## config.mk

```make
export PLATFORM = sky130hd
export DESIGN_NAME = blinn_phong_point_shader_flat
export DESIGN_NICKNAME = d
export VERILOG_FILES = /design/src/bpps_pkg.sv /design/src/bpps_if.sv /design/src/bpps_ctrl.sv /design/src/bpps_dp.sv /design/src/blinn_phong_point_shader.sv /design/src/flat_wrapper.sv
export SDC_FILE = /design/constraint.sdc
export NUM_CORES = 2
export LEC_CHECK = 0
export BUFFER_PORTS_ARGS = -buffer_cell sky130_fd_sc_hd__buf_2
export CORE_UTILIZATION = 50
export CTS_CLUSTER_DIAMETER = 50
export DETAILED_ROUTE_END_ITERATION = 10
export PLACE_DENSITY = 0.76
export SLEW_MARGIN = 20
export SYNTH_ARGS = -nofsm -noshare
export SYNTH_HDL_FRONTEND = slang
export SYNTH_SLANG_ARGS = --single-unit
```

## constraint.sdc

```tcl
create_clock -name clk -period 19.3 [get_ports clk]
set_input_delay 3.86 -clock clk [delete_from_list [all_inputs] [get_ports clk]]
set_output_delay 3.86 -clock clk [all_outputs]
set_load 0.1 [all_outputs]
```

## src/bpps_pkg.sv

```systemverilog
// shared types and constants for the blinn-phong point shader
// used by the channel interfaces, the controller, the datapath and the top level
package bpps_pkg;

  // field widths
  localparam int unsigned COORD_W = 16;
  localparam int unsigned NORM_W  = 16;
  localparam int unsigned POWER_W = 16;
  localparam int unsigned SLOT_W  = 3;
  localparam int unsigned LEVEL_W = 24;
  localparam int unsigned COUNT_W = 4;

  // configuration port
  localparam int unsigned CFG_IDX_W  = 3;
  localparam int unsigned CFG_DATA_W = 16;

  localparam logic [CFG_IDX_W-1:0] CFG_VIEW_X        = 3'd0;
  localparam logic [CFG_IDX_W-1:0] CFG_VIEW_Y        = 3'd1;
  localparam logic [CFG_IDX_W-1:0] CFG_VIEW_Z        = 3'd2;
  localparam logic [CFG_IDX_W-1:0] CFG_LIGHTS_IN_USE = 3'd3;
  localparam logic [CFG_IDX_W-1:0] CFG_AMBIENT_LEVEL = 3'd4;

  // register reset values
  localparam logic signed [COORD_W-1:0] VIEW_X_RST  = 16'sd0;
  localparam logic signed [COORD_W-1:0] VIEW_Y_RST  = 16'sd0;
  localparam logic signed [COORD_W-1:0] VIEW_Z_RST  = 16'sd768;
  localparam logic [COUNT_W-1:0]        LIGHTS_RST  = 4'd0;
  localparam logic [CFG_DATA_W-1:0]     AMBIENT_RST = 16'd12800;

  // parameter defaults
  localparam int unsigned DEF_MAX_LIGHTS      = 8;
  localparam int unsigned DEF_COORD_FRAC_BITS = 8;

  // arithmetic constants
  localparam logic [LEVEL_W-1:0] OUT_MAX  = 24'hFF_FFFF;
  localparam logic [32:0]        ATT_CAP  = 33'h1_0000_0000;
  localparam logic [14:0]        ONE_Q14  = 15'd16384;
  localparam logic [16:0]        KS_Q16   = 17'd52429;
  localparam int unsigned        POW_LAST = 13;

  // step selects
  localparam logic [3:0] SUM_STEP_LAST = 4'd3;
  localparam logic [3:0] COMP_LAST     = 4'd2;
  localparam logic [3:0] DIV_SEL_ATT   = 4'd3;

  typedef enum logic [5:0] {
    ST_IDLE, ST_SETUP, ST_SQ, ST_CHK, ST_ZERO,
    ST_ATT_DIV, ST_ATT_WAIT, ST_ATT_STORE,
    ST_SQRT, ST_SQRT_WAIT, ST_DIV, ST_DIV_WAIT, ST_DIV_STORE,
    ST_SAVE_VIEW, ST_RD, ST_LD, ST_SAVE_L, ST_SAVE_H,
    ST_DOT_L, ST_CLAMP_L, ST_DOT_H, ST_CLAMP_H,
    ST_POW_MUL, ST_POW_SHIFT, ST_DIFF_MUL, ST_DIFF_ADD,
    ST_SPEC_MUL, ST_SPEC_X, ST_SPEC_LO, ST_SPEC_HI, ST_SPEC_ADD,
    ST_NEXT, ST_FIN
  } ctrl_state_t;

  typedef enum logic [1:0] {
    PH_VIEW, PH_LIGHT, PH_HALF
  } phase_t;

  typedef enum logic [4:0] {
    OP_NONE, OP_VIEW_SETUP, OP_SQ, OP_ZERO_UNIT,
    OP_DIV_START, OP_DIV_STORE, OP_SQRT_START,
    OP_SAVE_VIEW, OP_RD, OP_LD_LIGHT, OP_SAVE_L, OP_SAVE_H,
    OP_DOT_L, OP_DOT_H, OP_CLAMP_L, OP_CLAMP_H,
    OP_POW_MUL, OP_POW_SHIFT, OP_DIFF_MUL, OP_DIFF_ADD,
    OP_SPEC_MUL, OP_SPEC_X, OP_SPEC_LO, OP_SPEC_HI, OP_SPEC_ADD,
    OP_NEXT, OP_FINISH
  } dp_op_t;

  typedef struct packed {
    dp_op_t     op;
    logic [3:0] step;
    logic       take;
  } dp_cmd_t;

  typedef struct packed {
    logic in_valid;
    logic in_shade;
    logic acc_zero;
    logic div_busy;
    logic sqrt_busy;
    logic no_lights;
    logic last_light;
    logic out_free;
  } dp_stat_t;

endpackage

```

## src/bpps_if.sv

```systemverilog
// valid/ready channel interfaces for shade requests and shade results
// depends on bpps_pkg for field widths
interface bpps_in_if;
  logic                                    valid;
  logic                                    ready;
  logic                                    cmd;
  logic [bpps_pkg::SLOT_W-1:0]             light_slot;
  logic signed [bpps_pkg::COORD_W-1:0]     lamp_x;
  logic signed [bpps_pkg::COORD_W-1:0]     lamp_y;
  logic signed [bpps_pkg::COORD_W-1:0]     lamp_z;
  logic [bpps_pkg::POWER_W-1:0]            lamp_power;
  logic signed [bpps_pkg::COORD_W-1:0]     point_x;
  logic signed [bpps_pkg::COORD_W-1:0]     point_y;
  logic signed [bpps_pkg::COORD_W-1:0]     point_z;
  logic signed [bpps_pkg::NORM_W-1:0]      normal_x;
  logic signed [bpps_pkg::NORM_W-1:0]      normal_y;
  logic signed [bpps_pkg::NORM_W-1:0]      normal_z;

  modport source (output valid, cmd, light_slot, lamp_x, lamp_y, lamp_z, lamp_power,
                  point_x, point_y, point_z, normal_x, normal_y, normal_z,
                  input ready);
  modport sink   (input valid, cmd, light_slot, lamp_x, lamp_y, lamp_z, lamp_power,
                  point_x, point_y, point_z, normal_x, normal_y, normal_z,
                  output ready);
endinterface

interface bpps_out_if;
  logic                          valid;
  logic                          ready;
  logic [bpps_pkg::LEVEL_W-1:0]  shade_level;
  logic                          clipped;

  modport source (output valid, shade_level, clipped, input ready);
  modport sink   (input valid, shade_level, clipped, output ready);
endinterface

```

## src/bpps_ctrl.sv

```systemverilog
// sequencing state machine of the shader: walks normalizations, lights and sums
// depends on bpps_pkg for the state, command and status types
module bpps_ctrl (
  input  logic               clk,
  input  logic               rst,
  input  bpps_pkg::dp_stat_t stat,
  output bpps_pkg::dp_cmd_t  cmd
);
  import bpps_pkg::*;

  ctrl_state_t state, state_next;
  phase_t      phase, phase_next;
  logic [3:0]  step, step_next;

  // state registers
  always_ff @(posedge clk) begin
    if (rst) begin
      state <= ST_IDLE;
      phase <= PH_VIEW;
      step  <= '0;
    end else begin
      state <= state_next;
      phase <= phase_next;
      step  <= step_next;
    end
  end

  // next state and commands
  always_comb begin
    state_next = state;
    phase_next = phase;
    step_next  = step;
    cmd.op     = OP_NONE;
    cmd.step   = step;
    cmd.take   = 1'b0;
    case (state)
      ST_IDLE: begin
        cmd.take = 1'b1;
        if (stat.in_valid && stat.in_shade) state_next = ST_SETUP;
      end
      ST_SETUP: begin
        cmd.op     = OP_VIEW_SETUP;
        phase_next = PH_VIEW;
        step_next  = '0;
        state_next = ST_SQ;
      end
      // sum of squares over three components
      ST_SQ: begin
        cmd.op = OP_SQ;
        if (step == SUM_STEP_LAST) begin
          step_next  = '0;
          state_next = ST_CHK;
        end else begin
          step_next = step + 4'd1;
        end
      end
      ST_CHK: begin
        if (stat.acc_zero) begin
          state_next = (phase == PH_LIGHT) ? ST_NEXT : ST_ZERO;
        end else begin
          state_next = (phase == PH_LIGHT) ? ST_ATT_DIV : ST_SQRT;
        end
      end
      ST_ZERO: begin
        cmd.op     = OP_ZERO_UNIT;
        state_next = (phase == PH_VIEW) ? ST_SAVE_VIEW : ST_SAVE_H;
      end
      // attenuation divide
      ST_ATT_DIV: begin
        cmd.op     = OP_DIV_START;
        cmd.step   = DIV_SEL_ATT;
        state_next = ST_ATT_WAIT;
      end
      ST_ATT_WAIT: begin
        if (!stat.div_busy) state_next = ST_ATT_STORE;
      end
      ST_ATT_STORE: begin
        cmd.op     = OP_DIV_STORE;
        cmd.step   = DIV_SEL_ATT;
        state_next = ST_SQRT;
      end
      // vector length then one divide per component
      ST_SQRT: begin
        cmd.op     = OP_SQRT_START;
        state_next = ST_SQRT_WAIT;
      end
      ST_SQRT_WAIT: begin
        if (!stat.sqrt_busy) begin
          step_next  = '0;
          state_next = ST_DIV;
        end
      end
      ST_DIV: begin
        cmd.op     = OP_DIV_START;
        state_next = ST_DIV_WAIT;
      end
      ST_DIV_WAIT: begin
        if (!stat.div_busy) state_next = ST_DIV_STORE;
      end
      ST_DIV_STORE: begin
        cmd.op = OP_DIV_STORE;
        if (step == COMP_LAST) begin
          step_next = '0;
          case (phase)
            PH_VIEW:  state_next = ST_SAVE_VIEW;
            PH_LIGHT: state_next = ST_SAVE_L;
            default:  state_next = ST_SAVE_H;
          endcase
        end else begin
          step_next  = step + 4'd1;
          state_next = ST_DIV;
        end
      end
      ST_SAVE_VIEW: begin
        cmd.op     = OP_SAVE_VIEW;
        state_next = stat.no_lights ? ST_FIN : ST_RD;
      end
      // light loop
      ST_RD: begin
        cmd.op     = OP_RD;
        state_next = ST_LD;
      end
      ST_LD: begin
        cmd.op     = OP_LD_LIGHT;
        phase_next = PH_LIGHT;
        step_next  = '0;
        state_next = ST_SQ;
      end
      ST_SAVE_L: begin
        cmd.op     = OP_SAVE_L;
        phase_next = PH_HALF;
        step_next  = '0;
        state_next = ST_SQ;
      end
      ST_SAVE_H: begin
        cmd.op     = OP_SAVE_H;
        step_next  = '0;
        state_next = ST_DOT_L;
      end
      ST_DOT_L: begin
        cmd.op = OP_DOT_L;
        if (step == SUM_STEP_LAST) begin
          step_next  = '0;
          state_next = ST_CLAMP_L;
        end else begin
          step_next = step + 4'd1;
        end
      end
      ST_CLAMP_L: begin
        cmd.op     = OP_CLAMP_L;
        state_next = ST_DOT_H;
      end
      ST_DOT_H: begin
        cmd.op = OP_DOT_H;
        if (step == SUM_STEP_LAST) begin
          step_next  = '0;
          state_next = ST_CLAMP_H;
        end else begin
          step_next = step + 4'd1;
        end
      end
      ST_CLAMP_H: begin
        cmd.op     = OP_CLAMP_H;
        step_next  = '0;
        state_next = ST_POW_MUL;
      end
      // fifteenth power by repeated multiply
      ST_POW_MUL: begin
        cmd.op     = OP_POW_MUL;
        state_next = ST_POW_SHIFT;
      end
      ST_POW_SHIFT: begin
        cmd.op = OP_POW_SHIFT;
        if (step == 4'(POW_LAST)) begin
          step_next  = '0;
          state_next = ST_DIFF_MUL;
        end else begin
          step_next  = step + 4'd1;
          state_next = ST_POW_MUL;
        end
      end
      ST_DIFF_MUL: begin
        cmd.op     = OP_DIFF_MUL;
        state_next = ST_DIFF_ADD;
      end
      ST_DIFF_ADD: begin
        cmd.op     = OP_DIFF_ADD;
        state_next = ST_SPEC_MUL;
      end
      ST_SPEC_MUL: begin
        cmd.op     = OP_SPEC_MUL;
        state_next = ST_SPEC_X;
      end
      ST_SPEC_X: begin
        cmd.op     = OP_SPEC_X;
        state_next = ST_SPEC_LO;
      end
      ST_SPEC_LO: begin
        cmd.op     = OP_SPEC_LO;
        state_next = ST_SPEC_HI;
      end
      ST_SPEC_HI: begin
        cmd.op     = OP_SPEC_HI;
        state_next = ST_SPEC_ADD;
      end
      ST_SPEC_ADD: begin
        cmd.op     = OP_SPEC_ADD;
        state_next = ST_NEXT;
      end
      ST_NEXT: begin
        cmd.op     = OP_NEXT;
        state_next = stat.last_light ? ST_FIN : ST_RD;
      end
      // hand the sum to the output register
      ST_FIN: begin
        if (stat.out_free) begin
          cmd.op     = OP_FINISH;
          state_next = ST_IDLE;
        end
      end
      default: state_next = ST_IDLE;
    endcase
  end

endmodule

```

## src/bpps_dp.sv

```systemverilog
// shader datapath: config registers, light memory, shared multiplier, divider, square root
// depends on bpps_pkg and the channel interfaces in bpps_if
module bpps_dp #(
  parameter int unsigned MAX_LIGHTS      = bpps_pkg::DEF_MAX_LIGHTS,
  parameter int unsigned COORD_FRAC_BITS = bpps_pkg::DEF_COORD_FRAC_BITS
) (
  input  logic                                clk,
  input  logic                                rst,
  input  bpps_pkg::dp_cmd_t                   cmd,
  output bpps_pkg::dp_stat_t                  stat,
  input  logic                                cfg_we,
  input  logic [bpps_pkg::CFG_IDX_W-1:0]      cfg_index,
  input  logic [bpps_pkg::CFG_DATA_W-1:0]     cfg_data,
  bpps_in_if.sink                             req,
  bpps_out_if.source                          rsp
);
  import bpps_pkg::*;

  localparam int unsigned AW      = (MAX_LIGHTS > 1) ? $clog2(MAX_LIGHTS) : 1;
  localparam int unsigned ATT_SH  = 2 * COORD_FRAC_BITS + 8;
  localparam int unsigned DIVW    = (ATT_SH + 16 > 46) ? ATT_SH + 16 : 46;
  localparam int unsigned DCW     = $clog2(DIVW + 1);
  localparam int unsigned CNT_CAP = (MAX_LIGHTS < 15) ? MAX_LIGHTS : 15;

  // configuration registers
  logic signed [COORD_W-1:0] view_x, view_y, view_z;
  logic [COUNT_W-1:0]        lights_in_use;
  logic [CFG_DATA_W-1:0]     ambient_level;

  always_ff @(posedge clk) begin
    if (rst) begin
      view_x        <= VIEW_X_RST;
      view_y        <= VIEW_Y_RST;
      view_z        <= VIEW_Z_RST;
      lights_in_use <= LIGHTS_RST;
      ambient_level <= AMBIENT_RST;
    end else if (cfg_we) begin
      case (cfg_index)
        CFG_VIEW_X:        view_x        <= cfg_data;
        CFG_VIEW_Y:        view_y        <= cfg_data;
        CFG_VIEW_Z:        view_z        <= cfg_data;
        CFG_LIGHTS_IN_USE: lights_in_use <= cfg_data[COUNT_W-1:0];
        CFG_AMBIENT_LEVEL: ambient_level <= cfg_data;
        default: ;
      endcase
    end
  end

  logic accept;
  assign accept    = cmd.take && req.valid;
  assign req.ready = cmd.take;

  // light memory, written by light transactions, read at the light index
  logic [63:0]         lamp_mem [MAX_LIGHTS];
  logic [63:0]         rd_q;
  logic [AW-1:0]       waddr, raddr;
  logic [COUNT_W-1:0]  k;
  logic [COUNT_W-1:0]  count;

  assign waddr = AW'(req.light_slot);
  assign raddr = AW'(k);
  assign count = (32'(lights_in_use) > CNT_CAP) ? COUNT_W'(CNT_CAP) : lights_in_use;

  always_ff @(posedge clk) begin
    if (accept && !req.cmd && (32'(req.light_slot) < MAX_LIGHTS)) begin
      lamp_mem[waddr] <= {req.lamp_x, req.lamp_y, req.lamp_z, req.lamp_power};
    end
  end

  always_ff @(posedge clk) begin
    if (cmd.op == OP_RD) rd_q <= lamp_mem[raddr];
  end

  // working registers
  logic signed [COORD_W-1:0] px [3];
  logic signed [NORM_W-1:0]  nrm [3];
  logic signed [17:0]        vec [3];
  logic signed [17:0]        uvec [3];
  logic signed [17:0]        vw [3];
  logic signed [17:0]        lv [3];
  logic signed [17:0]        hv [3];
  logic signed [36:0]        acc;
  logic signed [52:0]        prod;
  logic [POWER_W-1:0]        lamp_pow;
  logic [32:0]               att;
  logic [14:0]               nl, nh, np;
  logic [46:0]               xs;
  logic [34:0]               lo_part;
  logic [LEVEL_W-1:0]        sum;
  logic                      clip;
  logic                      out_valid;
  logic [LEVEL_W-1:0]        out_level;
  logic                      out_clip;

  logic [1:0] ix;
  assign ix = (cmd.step[1:0] == 2'd3) ? 2'd0 : cmd.step[1:0];

  // shared multiplier operand select
  logic signed [34:0] mul_a;
  logic signed [17:0] mul_b;

  always_comb begin
    mul_a = '0;
    mul_b = '0;
    case (cmd.op)
      OP_SQ: begin
        mul_a = 35'(vec[ix]);
        mul_b = vec[ix];
      end
      OP_DOT_L: begin
        mul_a = 35'(nrm[ix]);
        mul_b = lv[ix];
      end
      OP_DOT_H: begin
        mul_a = 35'(nrm[ix]);
        mul_b = hv[ix];
      end
      OP_POW_MUL: begin
        mul_a = 35'(np);
        mul_b = 18'(nh);
      end
      OP_DIFF_MUL: begin
        mul_a = 35'(att);
        mul_b = 18'(nl);
      end
      OP_SPEC_MUL: begin
        mul_a = 35'(att);
        mul_b = 18'(np);
      end
      OP_SPEC_LO: begin
        mul_a = 35'(xs[16:0]);
        mul_b = 18'(KS_Q16);
      end
      OP_SPEC_HI: begin
        mul_a = 35'(xs[46:17]);
        mul_b = 18'(KS_Q16);
      end
      default: ;
    endcase
  end

  always_ff @(posedge clk) begin
    prod <= mul_a * mul_b;
  end

  // radix-2 restoring divider, one quotient bit per cycle
  logic [DIVW-1:0] dv_num;
  logic [36:0]     dv_rem, dv_den;
  logic [DCW-1:0]  dv_cnt;
  logic [37:0]     dv_trial;
  logic            dv_ge;
  logic [17:0]     vmag;
  logic [32:0]     len;

  assign vmag     = vec[ix][17] ? 18'(-vec[ix]) : 18'(vec[ix]);
  assign dv_trial = {dv_rem, dv_num[DIVW-1]};
  assign dv_ge    = dv_trial >= {1'b0, dv_den};

  always_ff @(posedge clk) begin
    if (rst) begin
      dv_cnt <= '0;
    end else if (cmd.op == OP_DIV_START) begin
      dv_cnt <= DCW'(DIVW);
      dv_rem <= '0;
      if (cmd.step == DIV_SEL_ATT) begin
        dv_num <= DIVW'(lamp_pow) << ATT_SH;
        dv_den <= 37'(acc);
      end else begin
        dv_num <= DIVW'(vmag) << 28;
        dv_den <= 37'(len);
      end
    end else if (dv_cnt != '0) begin
      dv_cnt <= dv_cnt - 1'b1;
      dv_rem <= dv_ge ? 37'(dv_trial - {1'b0, dv_den}) : dv_trial[36:0];
      dv_num <= {dv_num[DIVW-2:0], dv_ge};
    end
  end

  // bitwise integer square root, two radicand bits per cycle
  logic [63:0] sq_v, sq_res, sq_bit, sq_trial;
  logic [5:0]  sq_cnt;

  assign sq_trial = sq_res + sq_bit;
  assign len      = sq_res[32:0];

  always_ff @(posedge clk) begin
    if (rst) begin
      sq_cnt <= '0;
    end else if (cmd.op == OP_SQRT_START) begin
      sq_cnt <= 6'd32;
      sq_v   <= 64'(acc[35:0]) << 28;
      sq_res <= '0;
      sq_bit <= 64'h4000_0000_0000_0000;
    end else if (sq_cnt != '0) begin
      sq_cnt <= sq_cnt - 6'd1;
      sq_bit <= sq_bit >> 2;
      if (sq_v >= sq_trial) begin
        sq_v   <= sq_v - sq_trial;
        sq_res <= (sq_res >> 1) + sq_bit;
      end else begin
        sq_res <= sq_res >> 1;
      end
    end
  end

  // saturating add into the running sum, top bit is the clip flag
  function automatic logic [LEVEL_W:0] add_sat(input logic [LEVEL_W-1:0] s,
                                               input logic [33:0] t);
    logic [34:0] w;
    w = 35'(s) + 35'(t);
    if (w > 35'(OUT_MAX)) add_sat = {1'b1, OUT_MAX};
    else                  add_sat = {1'b0, w[LEVEL_W-1:0]};
  endfunction

  // clamped dot product from the accumulator
  logic [14:0] dot_c;
  always_comb begin
    if (acc <= 0)                  dot_c = '0;
    else if (acc[36:14] > 23'(ONE_Q14)) dot_c = ONE_Q14;
    else                           dot_c = acc[28:14];
  end

  logic [63:0]        spec_full;
  logic [LEVEL_W:0]   diff_sum, spec_sum;
  logic [DIVW-1:0]    quo;
  logic [17:0]        qs;

  assign spec_full = {prod[46:0], 17'b0} + 64'(lo_part);
  assign diff_sum  = add_sat(sum, 34'(prod[46:15]));
  assign spec_sum  = add_sat(sum, spec_full[63:30]);
  assign quo       = dv_num;
  assign qs        = quo[17:0];

  // datapath register updates
  always_ff @(posedge clk) begin
    if (accept && req.cmd) begin
      px[0]  <= req.point_x;
      px[1]  <= req.point_y;
      px[2]  <= req.point_z;
      nrm[0] <= req.normal_x;
      nrm[1] <= req.normal_y;
      nrm[2] <= req.normal_z;
    end
    case (cmd.op)
      OP_VIEW_SETUP: begin
        vec[0] <= 18'(view_x) - 18'(px[0]);
        vec[1] <= 18'(view_y) - 18'(px[1]);
        vec[2] <= 18'(view_z) - 18'(px[2]);
        sum    <= LEVEL_W'(ambient_level);
        clip   <= 1'b0;
      end
      OP_SQ, OP_DOT_L, OP_DOT_H: begin
        if (cmd.step == '0) acc <= '0;
        else                acc <= acc + 37'(prod);
      end
      OP_ZERO_UNIT: begin
        for (int i = 0; i < 3; i++) uvec[i] <= '0;
      end
      OP_DIV_STORE: begin
        if (cmd.step == DIV_SEL_ATT) begin
          att <= (quo > DIVW'(ATT_CAP)) ? ATT_CAP : quo[32:0];
        end else begin
          uvec[ix] <= vec[ix][17] ? -$signed(qs) : $signed(qs);
        end
      end
      OP_SAVE_VIEW: begin
        for (int i = 0; i < 3; i++) vw[i] <= uvec[i];
        k <= '0;
      end
      OP_LD_LIGHT: begin
        vec[0]   <= 18'($signed(rd_q[63:48])) - 18'(px[0]);
        vec[1]   <= 18'($signed(rd_q[47:32])) - 18'(px[1]);
        vec[2]   <= 18'($signed(rd_q[31:16])) - 18'(px[2]);
        lamp_pow <= rd_q[15:0];
      end
      OP_SAVE_L: begin
        for (int i = 0; i < 3; i++) begin
          lv[i]  <= uvec[i];
          vec[i] <= uvec[i] + vw[i];
        end
      end
      OP_SAVE_H: begin
        for (int i = 0; i < 3; i++) hv[i] <= uvec[i];
      end
      OP_CLAMP_L: nl <= dot_c;
      OP_CLAMP_H: begin
        nh <= dot_c;
        np <= dot_c;
      end
      OP_POW_SHIFT: np <= prod[28:14];
      OP_DIFF_ADD: begin
        sum  <= diff_sum[LEVEL_W-1:0];
        clip <= clip | diff_sum[LEVEL_W];
      end
      OP_SPEC_X:  xs <= prod[46:0];
      OP_SPEC_HI: lo_part <= prod[34:0];
      OP_SPEC_ADD: begin
        sum  <= spec_sum[LEVEL_W-1:0];
        clip <= clip | spec_sum[LEVEL_W];
      end
      OP_NEXT: k <= k + 1'b1;
      default: ;
    endcase
  end

  // output register
  always_ff @(posedge clk) begin
    if (rst) begin
      out_valid <= 1'b0;
    end else if (cmd.op == OP_FINISH) begin
      out_valid <= 1'b1;
    end else if (rsp.ready) begin
      out_valid <= 1'b0;
    end
  end

  always_ff @(posedge clk) begin
    if (cmd.op == OP_FINISH) begin
      out_level <= sum;
      out_clip  <= clip;
    end
  end

  assign rsp.valid       = out_valid;
  assign rsp.shade_level = out_level;
  assign rsp.clipped     = out_clip;

  // status to the controller
  assign stat.in_valid   = req.valid;
  assign stat.in_shade   = req.cmd;
  assign stat.acc_zero   = (acc == '0);
  assign stat.div_busy   = (dv_cnt != '0);
  assign stat.sqrt_busy  = (sq_cnt != '0);
  assign stat.no_lights  = (count == '0);
  assign stat.last_light = (k == count - 1'b1);
  assign stat.out_free   = !out_valid || rsp.ready;

  // a sum of squares never comes out negative
  a_sq_nonneg: assert property (@(posedge clk) disable iff (rst)
    (cmd.op == OP_SQ && cmd.step == SUM_STEP_LAST) |=> !acc[36])
    else $error("sum of squares negative");

  // shared units are only started when idle
  a_div_idle: assert property (@(posedge clk) disable iff (rst)
    (cmd.op == OP_DIV_START) |-> (dv_cnt == '0))
    else $error("divider restarted while busy");

  a_sqrt_idle: assert property (@(posedge clk) disable iff (rst)
    (cmd.op == OP_SQRT_START) |-> (sq_cnt == '0))
    else $error("square root restarted while busy");

  // attenuation stays within its cap
  a_att_cap: assert property (@(posedge clk) disable iff (rst)
    (cmd.op == OP_DIV_STORE && cmd.step == DIV_SEL_ATT) |=> (att <= ATT_CAP))
    else $error("attenuation above cap");

  // a new result never overwrites one still waiting
  a_no_overwrite: assert property (@(posedge clk) disable iff (rst)
    (cmd.op == OP_FINISH) |-> (!out_valid || rsp.ready))
    else $error("result overwritten");

endmodule

```

## src/blinn_phong_point_shader.sv

```systemverilog
// Grey Blinn-Phong shader for one surface point against a table of up to MAX_LIGHTS point
// lights. A transaction with cmd 0 stores one light entry and gives no result; a transaction
// with cmd 1 shades a point and gives one result. Items are worked one at a time: a shade
// runs through the N lights in use (N clamped to the table size) on the shared radix-2
// divider, which takes one quotient bit per cycle and runs up to seven divisions per light,
// and on the square root unit, which runs up to two square roots per light. A finished
// result waits in the output register while the next transaction is taken. Light entries
// read before they are written give undefined results.
// depends on bpps_pkg, bpps_if, bpps_ctrl and bpps_dp
module blinn_phong_point_shader #(
  parameter int unsigned MAX_LIGHTS      = bpps_pkg::DEF_MAX_LIGHTS,
  parameter int unsigned COORD_FRAC_BITS = bpps_pkg::DEF_COORD_FRAC_BITS
) (
  input  logic                            clk,
  input  logic                            rst,
  input  logic                            cfg_we,
  input  logic [bpps_pkg::CFG_IDX_W-1:0]  cfg_index,
  input  logic [bpps_pkg::CFG_DATA_W-1:0] cfg_data,
  bpps_in_if.sink                         shade_req,
  bpps_out_if.source                      shade_rsp
);
  import bpps_pkg::*;

  dp_cmd_t  cmd;
  dp_stat_t stat;

  // sequencer
  bpps_ctrl u_ctrl (
    .clk  (clk),
    .rst  (rst),
    .stat (stat),
    .cmd  (cmd)
  );

  // arithmetic and storage
  bpps_dp #(
    .MAX_LIGHTS      (MAX_LIGHTS),
    .COORD_FRAC_BITS (COORD_FRAC_BITS)
  ) u_dp (
    .clk       (clk),
    .rst       (rst),
    .cmd       (cmd),
    .stat      (stat),
    .cfg_we    (cfg_we),
    .cfg_index (cfg_index),
    .cfg_data  (cfg_data),
    .req       (shade_req),
    .rsp       (shade_rsp)
  );

endmodule

```

## src/flat_wrapper.sv

```systemverilog
// flat-port wrapper written by rule: the top's interface ports become plain ports
module blinn_phong_point_shader_flat import bpps_pkg::*;
#(
  parameter int unsigned MAX_LIGHTS      = bpps_pkg::DEF_MAX_LIGHTS,
  parameter int unsigned COORD_FRAC_BITS = bpps_pkg::DEF_COORD_FRAC_BITS
)
  (clk, rst, cfg_we, cfg_index, cfg_data, shade_req_valid, shade_req_cmd, shade_req_light_slot, shade_req_lamp_x, shade_req_lamp_y, shade_req_lamp_z, shade_req_lamp_power, shade_req_point_x, shade_req_point_y, shade_req_point_z, shade_req_normal_x, shade_req_normal_y, shade_req_normal_z, shade_req_ready, shade_rsp_valid, shade_rsp_shade_level, shade_rsp_clipped, shade_rsp_ready);
  bpps_in_if shade_req_i ();
  bpps_out_if shade_rsp_i ();
  input  logic clk;
  input  logic rst;
  input  logic cfg_we;
  input  logic [bpps_pkg::CFG_IDX_W-1:0] cfg_index;
  input  logic [bpps_pkg::CFG_DATA_W-1:0] cfg_data;
  input wire logic [$bits(shade_req_i.valid)-1:0] shade_req_valid;
  input wire logic [$bits(shade_req_i.cmd)-1:0] shade_req_cmd;
  input wire logic [$bits(shade_req_i.light_slot)-1:0] shade_req_light_slot;
  input wire logic [$bits(shade_req_i.lamp_x)-1:0] shade_req_lamp_x;
  input wire logic [$bits(shade_req_i.lamp_y)-1:0] shade_req_lamp_y;
  input wire logic [$bits(shade_req_i.lamp_z)-1:0] shade_req_lamp_z;
  input wire logic [$bits(shade_req_i.lamp_power)-1:0] shade_req_lamp_power;
  input wire logic [$bits(shade_req_i.point_x)-1:0] shade_req_point_x;
  input wire logic [$bits(shade_req_i.point_y)-1:0] shade_req_point_y;
  input wire logic [$bits(shade_req_i.point_z)-1:0] shade_req_point_z;
  input wire logic [$bits(shade_req_i.normal_x)-1:0] shade_req_normal_x;
  input wire logic [$bits(shade_req_i.normal_y)-1:0] shade_req_normal_y;
  input wire logic [$bits(shade_req_i.normal_z)-1:0] shade_req_normal_z;
  output wire logic [$bits(shade_req_i.ready)-1:0] shade_req_ready;
  output wire logic [$bits(shade_rsp_i.valid)-1:0] shade_rsp_valid;
  output wire logic [$bits(shade_rsp_i.shade_level)-1:0] shade_rsp_shade_level;
  output wire logic [$bits(shade_rsp_i.clipped)-1:0] shade_rsp_clipped;
  input wire logic [$bits(shade_rsp_i.ready)-1:0] shade_rsp_ready;
  assign shade_req_i.valid = shade_req_valid;
  assign shade_req_i.cmd = shade_req_cmd;
  assign shade_req_i.light_slot = shade_req_light_slot;
  assign shade_req_i.lamp_x = shade_req_lamp_x;
  assign shade_req_i.lamp_y = shade_req_lamp_y;
  assign shade_req_i.lamp_z = shade_req_lamp_z;
  assign shade_req_i.lamp_power = shade_req_lamp_power;
  assign shade_req_i.point_x = shade_req_point_x;
  assign shade_req_i.point_y = shade_req_point_y;
  assign shade_req_i.point_z = shade_req_point_z;
  assign shade_req_i.normal_x = shade_req_normal_x;
  assign shade_req_i.normal_y = shade_req_normal_y;
  assign shade_req_i.normal_z = shade_req_normal_z;
  assign shade_req_ready = shade_req_i.ready;
  assign shade_rsp_valid = shade_rsp_i.valid;
  assign shade_rsp_shade_level = shade_rsp_i.shade_level;
  assign shade_rsp_clipped = shade_rsp_i.clipped;
  assign shade_rsp_i.ready = shade_rsp_ready;
  blinn_phong_point_shader #(.MAX_LIGHTS(MAX_LIGHTS), .COORD_FRAC_BITS(COORD_FRAC_BITS)) u_core (.clk(clk), .rst(rst), .cfg_we(cfg_we), .cfg_index(cfg_index), .cfg_data(cfg_data), .shade_req(shade_req_i), .shade_rsp(shade_rsp_i));
endmodule
```

==> results by group <==
GRT
  – First-pass GRT wire length: 445,000 µm
  – Vias in the first global route: 72,275
  – GR Layer Usage met1: 0.380
  – Total track usage: 0.290
  – Met3 usage: 0.0637
  – Initial antenna violation count: 45
  – Total gr overflow: 0
  – Largest net degree at the start of global routing: 98
  – Met2 usage: 0.450
  – Most Crowded Layer GR: met2

Clock network
  – Resized cells post-CTS: 0
  – Worst-path clk slew: 0.06 ns
  – Clk_lat worst skew: 0.87 ns
  – Postcts setup bufs: 0
  – Clk root buf: clkbuf_16
  – CTS Buf Count: 175
  – # hold bufs at CTS: 0
  – CTS tree: built
  – Clock Sinks: 1,612
  – Htree depth: 4
  – Clock Tree Buf Depth: 3

STA
  – Final Hold Viols: 0
  – Final hold slack: 0.423 ns
  – Slew at the pin with the worst max-slew slack: 1.26 ns
  – Relative slew slack: 0.153
  – # setup viols final: 0
  – Setup TNS: 0 ns
  – Final Skew: 0.0813 ns
  – Pins Over Slew Limit: 0
  – Peak Freq: 82.6 MHz
  – Tmin final: 12.11 ns
  – RSZ-0062 raised after global routing: false
  – Final Cycle Share: 0.627

Synth
  – EDFF count, synth: 1,472
  – Distinct cells, synth: 104
  – Synth Flop Type: edfxtp_1
  – Post-Syn Area: 101,000 µm²
  – FF+latch count, synth: 1,612
  – Register area share after synthesis: 0.468
  – Post-synthesis cell count: 9,043
  – Net count after synthesis: 10,287
  – Mapped Avg Cell Area: 11.1 µm²
  – Synthesis Warnings: 0
  – Synth async-reset ratio: 0

Pwr
  – Peak supply drop: 0.227 mV
  – PD cells: 146 nW/µm²
  – Leak: 44.0 nW

Worst setup path
  – Crit path top cell by count: fa_1
  – Worst Setup End Kind: flop
  – CP Buf/Inv Count: 6
  – Crit Path Category: reg -> reg
  – Reg2Reg Launch Point: u_core.u_ctrl.state[4]$_SDFFE_PP0P_
  – Slowest-stage cell, CP: buf_4
  – Crit path max fanout: 54
  – Slowest stage delay, CP: 0.84 ns
  – Crit path launch: u_core.u_ctrl.state[4]$_SDFFE_PP0P_
  – Largest delay share family, worst path: adder cells
  – Worst path arrival time: 12.86 ns
  – Critical Path RT: 20.05 ns
  – CP Launch Type: flop

Finish
  – Area Growth Syn to Fin: 10.1%
  – Share of cells above drive strength 1: 0.102
  – Util after Layout: 0.554
  – Final instance area: 111,000 µm²
  – Nets: 10,465

Floorplanning
  – Full die area: 203,000 µm²
  – Die H: 450 µm
  – Die Span X: 450 µm
  – # IOs: 215
  – Core area: 200,000 µm²
  – Rows: 164
  – Initial core utilization: 0.503

Route
  – First-pass detailed-route iteration total: 8
  – DRC Markers: 0
  – DRT iter0 DRCs: 7,985
  – Antenna Nets Post-Route: 0
  – Routed WL: 298,000 µm
  – Vias post-DR: 72,657
  – Routed wire per std cell: 24.7 µm
  – Drt via density: 6.03

Place
  – DP Area: 105,000 µm²
  – Port-buffer cells: 214
  – Dpl hpwl: 215,000 µm
  – Gp weighted congestion: 0.967

Status
  – Status: completed

Worst hold path
  – Hold WC Path Type: reg -> reg
  – Hold_sp: u_core.u_dp.rd_q[12]$_DFFE_PN_

Run
  – Maxcap violations: 0
==> report_power, final <==
group	internal [mW]	leakage (nW)	switching (mW)	total, mW
Combinational	2.83	26.6	4.74	7.57
Clock	1.85	2.76	1.50	3.35
Sequential	4.73	14.6	0.545	5.27
Total	9.41	44.0	6.79	16.2
==> cells in the mapped netlist (28+ instances only) <==
master	instances	area [µm²]
edfxtp_1	1472	44200
nand2_1	1119	4200
inv_1	894	3360
nor2_1	836	3140
fa_1	553	11100
a21oi_1	508	2540
ha_1	503	6290
o21ai_0	278	1390
clkbuf_1	275	1030
xnor2_1	255	2230
xor2_1	184	1610
and2_1	170	1060
dfxtp_1	140	2800
a21o_1	133	998
mux4_2	128	2880
nand3_1	127	636
nor3_1	114	571
nor2b_1	99	619
mux2_2	84	946
nand2b_1	83	519
mux2i_1	81	811
a31oi_1	73	457
a211oi_1	67	503
a22oi_1	60	450
o21bai_1	53	398
o21a_1	51	383
nand4_1	48	300
or3_1	47	294
and3_1	43	269
buf_1	36	135
o21ai_1	34	170
o31ai_1	34	255
a211o_1	29	254
o211ai_1	28	210
==> worst paths after layout <==
check	slack, ns	to	cells after the start
setup / recovery	7.19	u_core.u_dp.prod[45]$_DFF_P_	35
hold / removal	0.42	u_core.u_dp.lamp_pow[12]$_DFFE_PP_	0
setup reg to reg	7.19	u_core.u_dp.prod[45]$_DFF_P_	35
hold reg to reg	0.42	u_core.u_dp.lamp_pow[12]$_DFFE_PP_	0
==> registers in the layout, summed over array words and instances (netlist names), 48 cells and up <==
signal	count
u_core.u_dp.lv	54
u_core.u_dp.lamp_mem	512
u_core.u_dp.vec	54
u_core.u_dp.px	48
u_core.u_dp.sq_v	64
u_core.u_dp.hv	54
u_core.u_dp.sq_res	64
u_core.u_dp.rd_q	64
u_core.u_dp.vw	54
u_core.u_dp.nrm	48
u_core.u_dp.uvec	54
==> logic make-up (layout without fill, tap and decap cells) <==
| group | count (synthesis) | in the layout | synth area share |
|---|---|---|---|
| mux | 293 | 293 | 0.0462 |
| flops | 1612 | 1612 | 0.468 |
| buf+inv | 1239 | 1563 | 0.0472 |
| xor+xnor | 439 | 439 | 0.0383 |
| compound gates | 1597 | 1597 | 0.103 |
| other cells | 0 | 18 | 0 |
| simple gates | 2805 | 2805 | 0.125 |
| fa+ha+maj | 1058 | 1058 | 0.173 |
==> cell type report <==
class	count	area (µm²)
tap	2656	3320
antenna	18	45.0
timing repair buffer	344	2070
clock inverter	112	1250
sequential	1612	47000
multi-input combinational	6192	49100
fill	16326	89000
clock buffer	211	4540
inverter	896	3370
==> cells in the final DEF (no fill, tap or decap), types with 60 or more instances in the layout <==
master        n
nand2b_1     83
nor2_1      819
inv_1       891
clkbuf_16   176
a31oi_1      73
a21oi_1     505
buf_4       129
and2_1      170
dfxtp_1     140
a21o_1      133
nand2_1    1119
mux2_2       84
xnor2_1     255
buf_2       213
mux2i_1      81
fa_1        553
a211oi_1     67
nor3_1      106
o21ai_0     276
nand3_1     125
mux4_2      128
a22oi_1      60
xor2_1      184
ha_1        501
nor2b_1      98
edfxtp_1   1472
==> routing by layer <==
layer	vias to the layer above	share of wire
met1	35665	0.38
met3	852	0.10
met4	62	0.060
li1	32040	-
met5	-	0.0013
met2	4038	0.45
==> metrics by stage <==
step / instances / worst slack (ns) / total power [mW]
floorplan: 9043 / 9.25 / 10.6
global placement: 11699 / 7.53 / 12.5
detailed placement: 11699 / 7.38 / 12.7
CTS: 12022 / 7.33 / 16.1
global route: 12027 / 6.68 / 17.1
finish: 12041 / 7.19 / 16.2
Note: power is estimated with default switching activity, not from simulation.
